<file path="src/sv/issb_pkg.sv">
package issb_pkg;

    localparam int MAX_SIDE      = 64;
    localparam int PALETTE_DEPTH = 16;

    localparam int COL_W   = $clog2(MAX_SIDE);
    localparam int SIDE_W  = $clog2(MAX_SIDE + 1);
    localparam int LEN_W   = $clog2(MAX_SIDE + 1);
    localparam int IDX_W   = 4;
    localparam int COLOR_W = 16;
    localparam int ORIG_W  = 11;
    localparam int SCALE_W = 4;
    localparam int COORD_W = 16;
    localparam int WIDTH_W = 10;
    localparam int POS_W   = COL_W + SCALE_W;
    localparam int SPAN_W  = LEN_W + SCALE_W;

    localparam int CFG_IDX_W  = 3;
    localparam int CFG_DATA_W = 16;

    localparam logic [CFG_IDX_W-1:0] CFG_ORIGIN_X    = 3'd0;
    localparam logic [CFG_IDX_W-1:0] CFG_ORIGIN_Y    = 3'd1;
    localparam logic [CFG_IDX_W-1:0] CFG_PIXEL_SCALE = 3'd2;
    localparam logic [CFG_IDX_W-1:0] CFG_SIDE_PIXELS = 3'd3;
    localparam logic [CFG_IDX_W-1:0] CFG_TINT_COLOR  = 3'd4;

    localparam logic OP_PALETTE_WRITE = 1'b0;
    localparam logic OP_PIXEL         = 1'b1;

    localparam logic [SCALE_W-1:0] SCALE_RESET = 4'd1;
    localparam logic [SIDE_W-1:0]  SIDE_RESET  = 7'd16;

endpackage

</file>
<file path="src/sv/indexed_sprite_span_blitter.sv">
// Channel   Direction  Ports                          Carries
// s_        in         s_tvalid s_tready s_tdata      palette writes and art pixels
//                      s_tuser
// m_        out        m_tvalid m_tready m_tdata      filled-rectangle commands
//                      m_tuser m_tlast
// cfg_      in         cfg_we cfg_index cfg_data      register writes, no handshake
//
// One input transfer per cycle while s_tready is high; a pixel closing two runs
// holds s_tready low until both commands have left through the single output
// register, which sends one command per cycle while m_tready allows. The edge that
// accepts a pixel loads the palette read and the command stage; the output
// register is loaded from the command stage once it is free.
// Reset is synchronous and active low; it clears counters, run state and
// registers, but leaves the palette contents undefined until written.
// A stalled m_tready backs up into the command stage and then into s_tready.
module indexed_sprite_span_blitter (
    input  logic                                aclk,
    input  logic                                aresetn,
    input  logic                                s_tvalid,
    output logic                                s_tready,
    // [3:0] pixel_index, [19:4] entry_color, [23:20] zero
    input  logic [23:0]                         s_tdata,
    // [0] operation
    input  logic                                s_tuser,
    output logic                                m_tvalid,
    input  logic                                m_tready,
    // [15:0] rect_x, [31:16] rect_y, [41:32] rect_width, [45:42] rect_height,
    // [61:46] rect_color, [63:62] zero
    output logic [63:0]                         m_tdata,
    // [0] sprite_done
    output logic                                m_tuser,
    output logic                                m_tlast,
    input  logic                                cfg_we,
    input  logic [issb_pkg::CFG_IDX_W-1:0]      cfg_index,
    input  logic [issb_pkg::CFG_DATA_W-1:0]     cfg_data
);

    logic [issb_pkg::ORIG_W-1:0]  origin_x_reg;
    logic [issb_pkg::ORIG_W-1:0]  origin_y_reg;
    logic [issb_pkg::SCALE_W-1:0] scale_reg;
    logic [issb_pkg::SIDE_W-1:0]  side_reg;
    logic [issb_pkg::COLOR_W-1:0] tint_reg;

    logic [issb_pkg::COL_W-1:0]   col_reg, col_next;
    logic [issb_pkg::COL_W-1:0]   row_reg, row_next;
    logic [issb_pkg::COL_W-1:0]   run_start_reg, run_start_next;
    logic [issb_pkg::LEN_W-1:0]   run_len_reg, run_len_next;
    logic [issb_pkg::IDX_W-1:0]   run_cidx_reg, run_cidx_next;
    logic                         run_open_reg, run_open_next;

    logic [issb_pkg::COLOR_W-1:0] palette_mem [issb_pkg::PALETTE_DEPTH];
    logic [issb_pkg::COLOR_W-1:0] rd0_reg, rd1_reg;

    logic                         a_valid_reg, a_two_reg, a_sel_reg, a_done_reg;
    logic [issb_pkg::POS_W-1:0]   a_px0_reg, a_px1_reg, a_py_reg;
    logic [issb_pkg::SPAN_W-1:0]  a_pw0_reg, a_pw1_reg;

    logic                         m_valid_reg;
    logic [issb_pkg::COORD_W-1:0] m_x_reg, m_y_reg;
    logic [issb_pkg::WIDTH_W-1:0] m_w_reg;
    logic [issb_pkg::SCALE_W-1:0] m_h_reg;
    logic [issb_pkg::COLOR_W-1:0] m_color_reg;
    logic                         m_last_reg, m_done_reg;

    logic [issb_pkg::IDX_W-1:0]   in_idx;
    logic [issb_pkg::COLOR_W-1:0] in_color;
    logic                         in_accept, pix_accept, pal_write;
    logic [issb_pkg::SCALE_W-1:0] scale_eff;
    logic [issb_pkg::SIDE_W-1:0]  side_eff;
    logic                         close_a, close_b, last_col, last_row;
    logic                         open_mid, open_aft;
    logic [issb_pkg::LEN_W-1:0]   len_mid, len_aft;
    logic [issb_pkg::COL_W-1:0]   start_aft;
    logic [issb_pkg::IDX_W-1:0]   cidx_aft, slot0_cidx;
    logic [issb_pkg::COL_W-1:0]   slot0_start;
    logic [issb_pkg::LEN_W-1:0]   slot0_len;
    logic                         a_load, out_load, a_finish;
    logic [issb_pkg::POS_W-1:0]   sel_px;
    logic [issb_pkg::SPAN_W-1:0]  sel_pw;
    logic [issb_pkg::COLOR_W-1:0] sel_rd;

    assign in_idx     = s_tdata[issb_pkg::IDX_W-1:0];
    assign in_color   = s_tdata[issb_pkg::IDX_W+issb_pkg::COLOR_W-1:issb_pkg::IDX_W];
    assign in_accept  = s_tvalid && s_tready;
    assign pix_accept = in_accept && (s_tuser == issb_pkg::OP_PIXEL);
    assign pal_write  = in_accept && (s_tuser == issb_pkg::OP_PALETTE_WRITE);

    assign scale_eff = (scale_reg == '0) ? issb_pkg::SCALE_W'(1) : scale_reg;

    always_comb begin
        if (side_reg == '0) begin
            side_eff = issb_pkg::SIDE_W'(1);
        end else if (side_reg > issb_pkg::SIDE_W'(issb_pkg::MAX_SIDE)) begin
            side_eff = issb_pkg::SIDE_W'(issb_pkg::MAX_SIDE);
        end else begin
            side_eff = side_reg;
        end
    end

    // Run tracking for the accepted pixel: close the old run on a color change,
    // extend or open a run, then close whatever is open at the end of the row.
    always_comb begin
        close_a   = run_open_reg && (in_idx != run_cidx_reg);
        open_mid  = close_a ? 1'b0 : run_open_reg;
        len_mid   = close_a ? '0 : run_len_reg;
        open_aft  = open_mid;
        len_aft   = len_mid;
        start_aft = run_start_reg;
        cidx_aft  = run_cidx_reg;
        if (in_idx != '0) begin
            if (!open_mid) begin
                open_aft  = 1'b1;
                start_aft = col_reg;
                len_aft   = issb_pkg::LEN_W'(1);
                cidx_aft  = in_idx;
            end else begin
                len_aft = len_mid + issb_pkg::LEN_W'(1);
            end
        end

        last_col = ({1'b0, col_reg} + issb_pkg::SIDE_W'(1)) >= side_eff;
        last_row = ({1'b0, row_reg} + issb_pkg::SIDE_W'(1)) >= side_eff;
        close_b  = last_col && open_aft;

        run_open_next  = close_b ? 1'b0 : open_aft;
        run_len_next   = close_b ? '0 : len_aft;
        run_start_next = start_aft;
        run_cidx_next  = cidx_aft;
        col_next       = last_col ? '0 : col_reg + issb_pkg::COL_W'(1);
        row_next       = last_col ? (last_row ? '0 : row_reg + issb_pkg::COL_W'(1)) : row_reg;

        slot0_start = close_a ? run_start_reg : start_aft;
        slot0_len   = close_a ? run_len_reg : len_aft;
        slot0_cidx  = close_a ? run_cidx_reg : cidx_aft;
    end

    assign out_load = a_valid_reg && (!m_valid_reg || m_tready);
    assign a_finish = out_load && (!a_two_reg || a_sel_reg);
    assign s_tready = !a_valid_reg || a_finish;
    assign a_load   = pix_accept && (close_a || close_b);

    always_ff @(posedge aclk) begin
        if (!aresetn) begin
            origin_x_reg <= '0;
            origin_y_reg <= '0;
            scale_reg    <= issb_pkg::SCALE_RESET;
            side_reg     <= issb_pkg::SIDE_RESET;
            tint_reg     <= '0;
        end else if (cfg_we) begin
            unique case (cfg_index)
                issb_pkg::CFG_ORIGIN_X:    origin_x_reg <= cfg_data[issb_pkg::ORIG_W-1:0];
                issb_pkg::CFG_ORIGIN_Y:    origin_y_reg <= cfg_data[issb_pkg::ORIG_W-1:0];
                issb_pkg::CFG_PIXEL_SCALE: scale_reg    <= cfg_data[issb_pkg::SCALE_W-1:0];
                issb_pkg::CFG_SIDE_PIXELS: side_reg     <= cfg_data[issb_pkg::SIDE_W-1:0];
                issb_pkg::CFG_TINT_COLOR:  tint_reg     <= cfg_data[issb_pkg::COLOR_W-1:0];
                default: ;
            endcase
        end
    end

    always_ff @(posedge aclk) begin
        if (!aresetn) begin
            col_reg       <= '0;
            row_reg       <= '0;
            run_start_reg <= '0;
            run_len_reg   <= '0;
            run_cidx_reg  <= '0;
            run_open_reg  <= 1'b0;
        end else if (pix_accept) begin
            col_reg       <= col_next;
            row_reg       <= row_next;
            run_start_reg <= run_start_next;
            run_len_reg   <= run_len_next;
            run_cidx_reg  <= run_cidx_next;
            run_open_reg  <= run_open_next;
        end
    end

    always_ff @(posedge aclk) begin
        if (pal_write) begin
            palette_mem[in_idx] <= in_color;
        end
        if (a_load) begin
            rd0_reg <= palette_mem[slot0_cidx];
            rd1_reg <= palette_mem[cidx_aft];
        end
    end

    always_ff @(posedge aclk) begin
        if (!aresetn) begin
            a_valid_reg <= 1'b0;
            a_two_reg   <= 1'b0;
            a_sel_reg   <= 1'b0;
        end else if (a_load) begin
            a_valid_reg <= 1'b1;
            a_two_reg   <= close_a && close_b;
            a_sel_reg   <= 1'b0;
        end else if (a_finish) begin
            a_valid_reg <= 1'b0;
            a_two_reg   <= 1'b0;
            a_sel_reg   <= 1'b0;
        end else if (out_load) begin
            a_sel_reg <= 1'b1;
        end
    end

    always_ff @(posedge aclk) begin
        if (a_load) begin
            a_done_reg <= last_col && last_row;
            a_px0_reg  <= issb_pkg::POS_W'(slot0_start) * issb_pkg::POS_W'(scale_eff);
            a_px1_reg  <= issb_pkg::POS_W'(start_aft) * issb_pkg::POS_W'(scale_eff);
            a_pw0_reg  <= issb_pkg::SPAN_W'(slot0_len) * issb_pkg::SPAN_W'(scale_eff);
            a_pw1_reg  <= issb_pkg::SPAN_W'(len_aft) * issb_pkg::SPAN_W'(scale_eff);
            a_py_reg   <= issb_pkg::POS_W'(row_reg) * issb_pkg::POS_W'(scale_eff);
        end
    end

    assign sel_px = a_sel_reg ? a_px1_reg : a_px0_reg;
    assign sel_pw = a_sel_reg ? a_pw1_reg : a_pw0_reg;
    assign sel_rd = a_sel_reg ? rd1_reg : rd0_reg;

    always_ff @(posedge aclk) begin
        if (!aresetn) begin
            m_valid_reg <= 1'b0;
        end else if (out_load) begin
            m_valid_reg <= 1'b1;
        end else if (m_tready) begin
            m_valid_reg <= 1'b0;
        end
    end

    always_ff @(posedge aclk) begin
        if (out_load) begin
            m_x_reg <= {{(issb_pkg::COORD_W-issb_pkg::ORIG_W){origin_x_reg[issb_pkg::ORIG_W-1]}},
                        origin_x_reg} + issb_pkg::COORD_W'(sel_px);
            m_y_reg <= {{(issb_pkg::COORD_W-issb_pkg::ORIG_W){origin_y_reg[issb_pkg::ORIG_W-1]}},
                        origin_y_reg} + issb_pkg::COORD_W'(a_py_reg);
            m_w_reg <= (sel_pw > issb_pkg::SPAN_W'({issb_pkg::WIDTH_W{1'b1}}))
                       ? {issb_pkg::WIDTH_W{1'b1}} : sel_pw[issb_pkg::WIDTH_W-1:0];
            m_h_reg     <= scale_eff;
            m_color_reg <= (tint_reg != '0) ? tint_reg : sel_rd;
            m_last_reg  <= a_sel_reg || !a_two_reg;
            m_done_reg  <= a_done_reg;
        end
    end

    assign m_tvalid = m_valid_reg;
    assign m_tdata  = {2'b00, m_color_reg, m_h_reg, m_w_reg, m_y_reg, m_x_reg};
    assign m_tuser  = m_done_reg;
    assign m_tlast  = m_last_reg;

`ifndef SYNTH
    a_sel_needs_two: assert property (@(posedge aclk) disable iff (!aresetn)
        a_sel_reg |-> (a_two_reg && a_valid_reg))
        else $error("Second command selected without a pending pair.");

    a_holds_unsent: assert property (@(posedge aclk) disable iff (!aresetn)
        (a_valid_reg && !out_load) |=> (a_valid_reg && $stable(a_sel_reg)))
        else $error("Pending command dropped before it was sent.");

    run_open_len: assert property (@(posedge aclk) disable iff (!aresetn)
        run_open_reg |-> ((run_len_reg != '0) && (run_cidx_reg != '0)))
        else $error("Open run has zero length or transparent color.");

    run_closed_len: assert property (@(posedge aclk) disable iff (!aresetn)
        !run_open_reg |-> (run_len_reg == '0))
        else $error("Closed run keeps a length.");
`endif

endmodule

</file>
<file path="config.mk">
export PLATFORM = sky130hd
export DESIGN_NAME = indexed_sprite_span_blitter
export DESIGN_NICKNAME = d
export VERILOG_FILES = /design/src/sv/issb_pkg.sv /design/src/sv/indexed_sprite_span_blitter.sv
export SDC_FILE = /design/constraint.sdc
export NUM_CORES = 1
export LEC_CHECK = 0
export ABC_AREA = 1
export BUFFER_PORTS_ARGS = -buffer_cell sky130_fd_sc_hd__buf_2
export CAP_MARGIN = 0
export CORE_UTILIZATION = 55
export DETAILED_ROUTE_END_ITERATION = 10
export PLACE_DENSITY = 0.82
export SYNTH_ARGS = -nofsm -noshare
export SYNTH_HDL_FRONTEND = slang
export SYNTH_SLANG_ARGS = --single-unit
export TNS_END_PERCENT = 20
</file>
<file path="constraint.sdc">
create_clock -name aclk -period 9.63 [get_ports aclk]
set_input_delay 2.4075 -clock aclk [delete_from_list [all_inputs] [get_ports aclk]]
set_output_delay 2.4075 -clock aclk [all_outputs]
set_load 0.03 [all_outputs]
</file>
==> qor.txt <==
Die Wd: 219 um
worst ir drop on vdd: 0.144 mV
clk slew on worst S/H paths: 0.06 ns
leading post-synthesis cells by cell area: edfxtp_1 46%, dfxtp_1 6.4%, nand2_1 5.8%, ha_1 5.2%, o21ai_0 4.7%
CTS tree: yes
Clock Latency Late Sink: 0.62 ns
Pins Over Slew Limit: 0
Worst-Margin Slew: 1.37 ns
Die Footprint: 48000 sq um
largest net degree at the start of global routing: 237
length of the first detailed-routing pass in iterations: 6
first-pass GRT wire length: 102000 um
Yosys top cell by area: edfxtp_1
worst hold slack: 0.445 ns
register area: 13600 sq um
reg2reg path depth: 26
initial antenna violation count: 8
Hold Crit Depth: 0
Final HPWL DP: 40300 um
nets@finish: 2910
CP Data Required Time: 9.97 ns
Reg with most FFs: palette_mem
clk sinks: 480
clk buf depth: 3
Avg Cell Area, Syn: 9.74 sq um
Layout Skew: 0.0398 ns
clk root buf: clkbuf_16
routed wire length: 65900 um
crit path max-delay cell type: fa_1
Critical Path AT: 6.91 ns
Crit path max-delay family: simple AND/OR/NAND/NOR gates
max_cap viols: 0
worst hold path type: reg -> reg
gr ovfl total: 0
# IOs: 117
crit path launch type: input port
I/O Buffers: 110
RSZ-0062 raised after global routing: false
Power Total: 4760 uW
final hold vios: 0
post-route setup TNS: 0 ns
via count: 20306
cell area after synthesis: 25900 sq um
Post-CTS Setup Inserts: 0
fill count: 3546
CTS Buf Count: 49
synthesis-to-layout area growth: 9.27%
max_slew headroom: 8.76%
f_max: 0.152 GHz
top_reg_cell synth: edfxtp_1
final setup fails: 0
Initial Util: 55.7%
Die Height: 219 um
outcome: finished, final reports clean
GRT Overall Usage: 27.5%
WP depth: 27
Avg Vias per Cell: 6.05
Post-synth EDFFs: 397
core area: 46500 sq um
yosys warns: 0
delay of the slowest critical-path stage: 0.53 ns
most used cell, CP: nand2_1
H-tree Lvls: 2
Synth async-reset ratio: 0%
multi-input logic area: 10300 sq um
synth unique cells: 51
CTS resizes: 0
post-synthesis cell count: 2659
sequential share of the synthesized area: 52.4%
critical-path maximum fanout: 35
worst path bufs/invs: 6
post-synth top area share: 46.0%
LEAKAGE: 0.0116 uW
WL/cell: 19.6 um
Yosys reg bits: 480
Initial DRC Count: 2861
CTS Hold Bufs: 0
global placement routability congestion: 0.884
Critical Path End Type: flip-flop
max FFs per register: 256
CP Class: in -> reg
number of global-route vias before repair: 19757
DRC: 0
pwr dens: 168 nW/um^2
layout cells sized above 1: 10.5%
ANT nets after route: 0
fin crit share: 68.3%
fin crit period: 6.57 ns
floorplan row count: 79
[synth_stat cells, types with 46 or more instances]
| library cell | instances |
|---|---|
| edfxtp_1 | 397 |
| nand2_1 | 397 |
| inv_1 | 316 |
| o21ai_0 | 245 |
| nor2_1 | 215 |
| a21oi_1 | 195 |
| nand3_1 | 142 |
| o211ai_1 | 139 |
| ha_1 | 108 |
| dfxtp_1 | 83 |
| clkbuf_1 | 71 |
| fa_1 | 46 |
[cell families (layout without fill, tap and decap cells)]
group	after synthesis	in the layout	share of synthesized area (%)
AO/OA/AOI/OAI	664	664	15.3
XOR/XNOR	57	57	1.93
adder cells (fa/ha/maj)	154	154	8.77
buffers and inverters	486	569	7.97
flip-flops	480	480	52.4
multiplexers	15	15	0.580
other	1	8	0.0145
AND/OR/NAND/NOR	802	802	13.0
[area by class of cell]
type                            count  share of cell area, %
Multi-Input combinational cell   1694                   36.5
Tap cell                          607                   2.68
Timing Repair Buffer              149                   3.02
Clock buffer                       69                   4.74
Clock inverter                     18                  0.566
Sequential cell                   480                   48.0
Inverter                          333                   4.43
Antenna cell                        6                 0.0531
[layout by cell type (no fill, tap or decap), types with 46 or more instances in the layout]
cell type / netlist / routed
dfxtp_1: 83 / 82
nor2_1: 215 / 199
fa_1: 46 / 46
o21ai_0: 245 / 245
nand3_1: 142 / 142
o211ai_1: 139 / 139
nand2_1: 397 / 397
clkbuf_16: 0 / 49
inv_1: 316 / 315
a21oi_1: 195 / 194
ha_1: 108 / 108
buf_2: 44 / 110
edfxtp_1: 397 / 397
[metrics by stage]
step | worst slack, ns | area [sq um] | cells | utilization, %
floorplan | 0.475 | 25900 | 2660 | -
global placement | 2.58 | 26800 | 3263 | 57.7
detailed placement | 2.53 | 26800 | 3263 | 57.7
CTS | 3.14 | 28300 | 3350 | 60.9
global route | 2.67 | 28300 | 3355 | 60.9
finish | 3.06 | 28300 | 3356 | 60.9
[power breakdown]
group / total (uW) / switching, uW / internal, uW
Clock: 1810 / 809 / 1000
Combinational: 604 / 436 / 168
Sequential: 2350 / 23.6 / 2320
[worst reg2reg max path, stage by stage (launching register included)]
cell     delay [ns]
dfxtp_1        0.47
inv_2          0.10
nand2_1        0.07
nand2_1        0.05
nor2_1         0.13
nand2_1        0.11
nand2_4        0.41
nand4_4        0.19
nor2_4         0.17
inv_1          0.07
nand3_1        0.14
inv_1          0.13
nor2_1         0.23
nor2_1         0.10
fa_1           0.53
inv_1          0.05
fa_1           0.47
inv_1          0.04
ha_1           0.33
a21oi_1        0.14
nand2_1        0.10
a21o_1         0.17
a21oi_1        0.22
nor2_1         0.06
o21ai_0        0.16
nand2_1        0.08
xor2_1         0.14
[metal layers]
metal | part of all wire (%) | wire length [um] | global-route usage (%) | vias up
li1 | - | - | - | 9286
met1 | 37 | 24300 | 34.4 | 9504
met2 | 48 | 31900 | 46.0 | 1258
met3 | 10 | 6860 | 4.70 | 254
met4 | 4.3 | 2840 | 13.7 | 4
met5 | 0.038 | 25 | 0 | -
[final timing paths]
check	startpoint	to	slack, ns
setup / recovery	s_tdata[0]	a_pw0_reg[9]	3.06
hold reg to reg	a_done_reg	m_tuser	0.44
setup reg to reg	run_cidx_reg[0]	a_pw0_reg[9]	4.53
hold / removal	a_done_reg	m_tuser	0.44
Power figures use the tool's default switching activity.
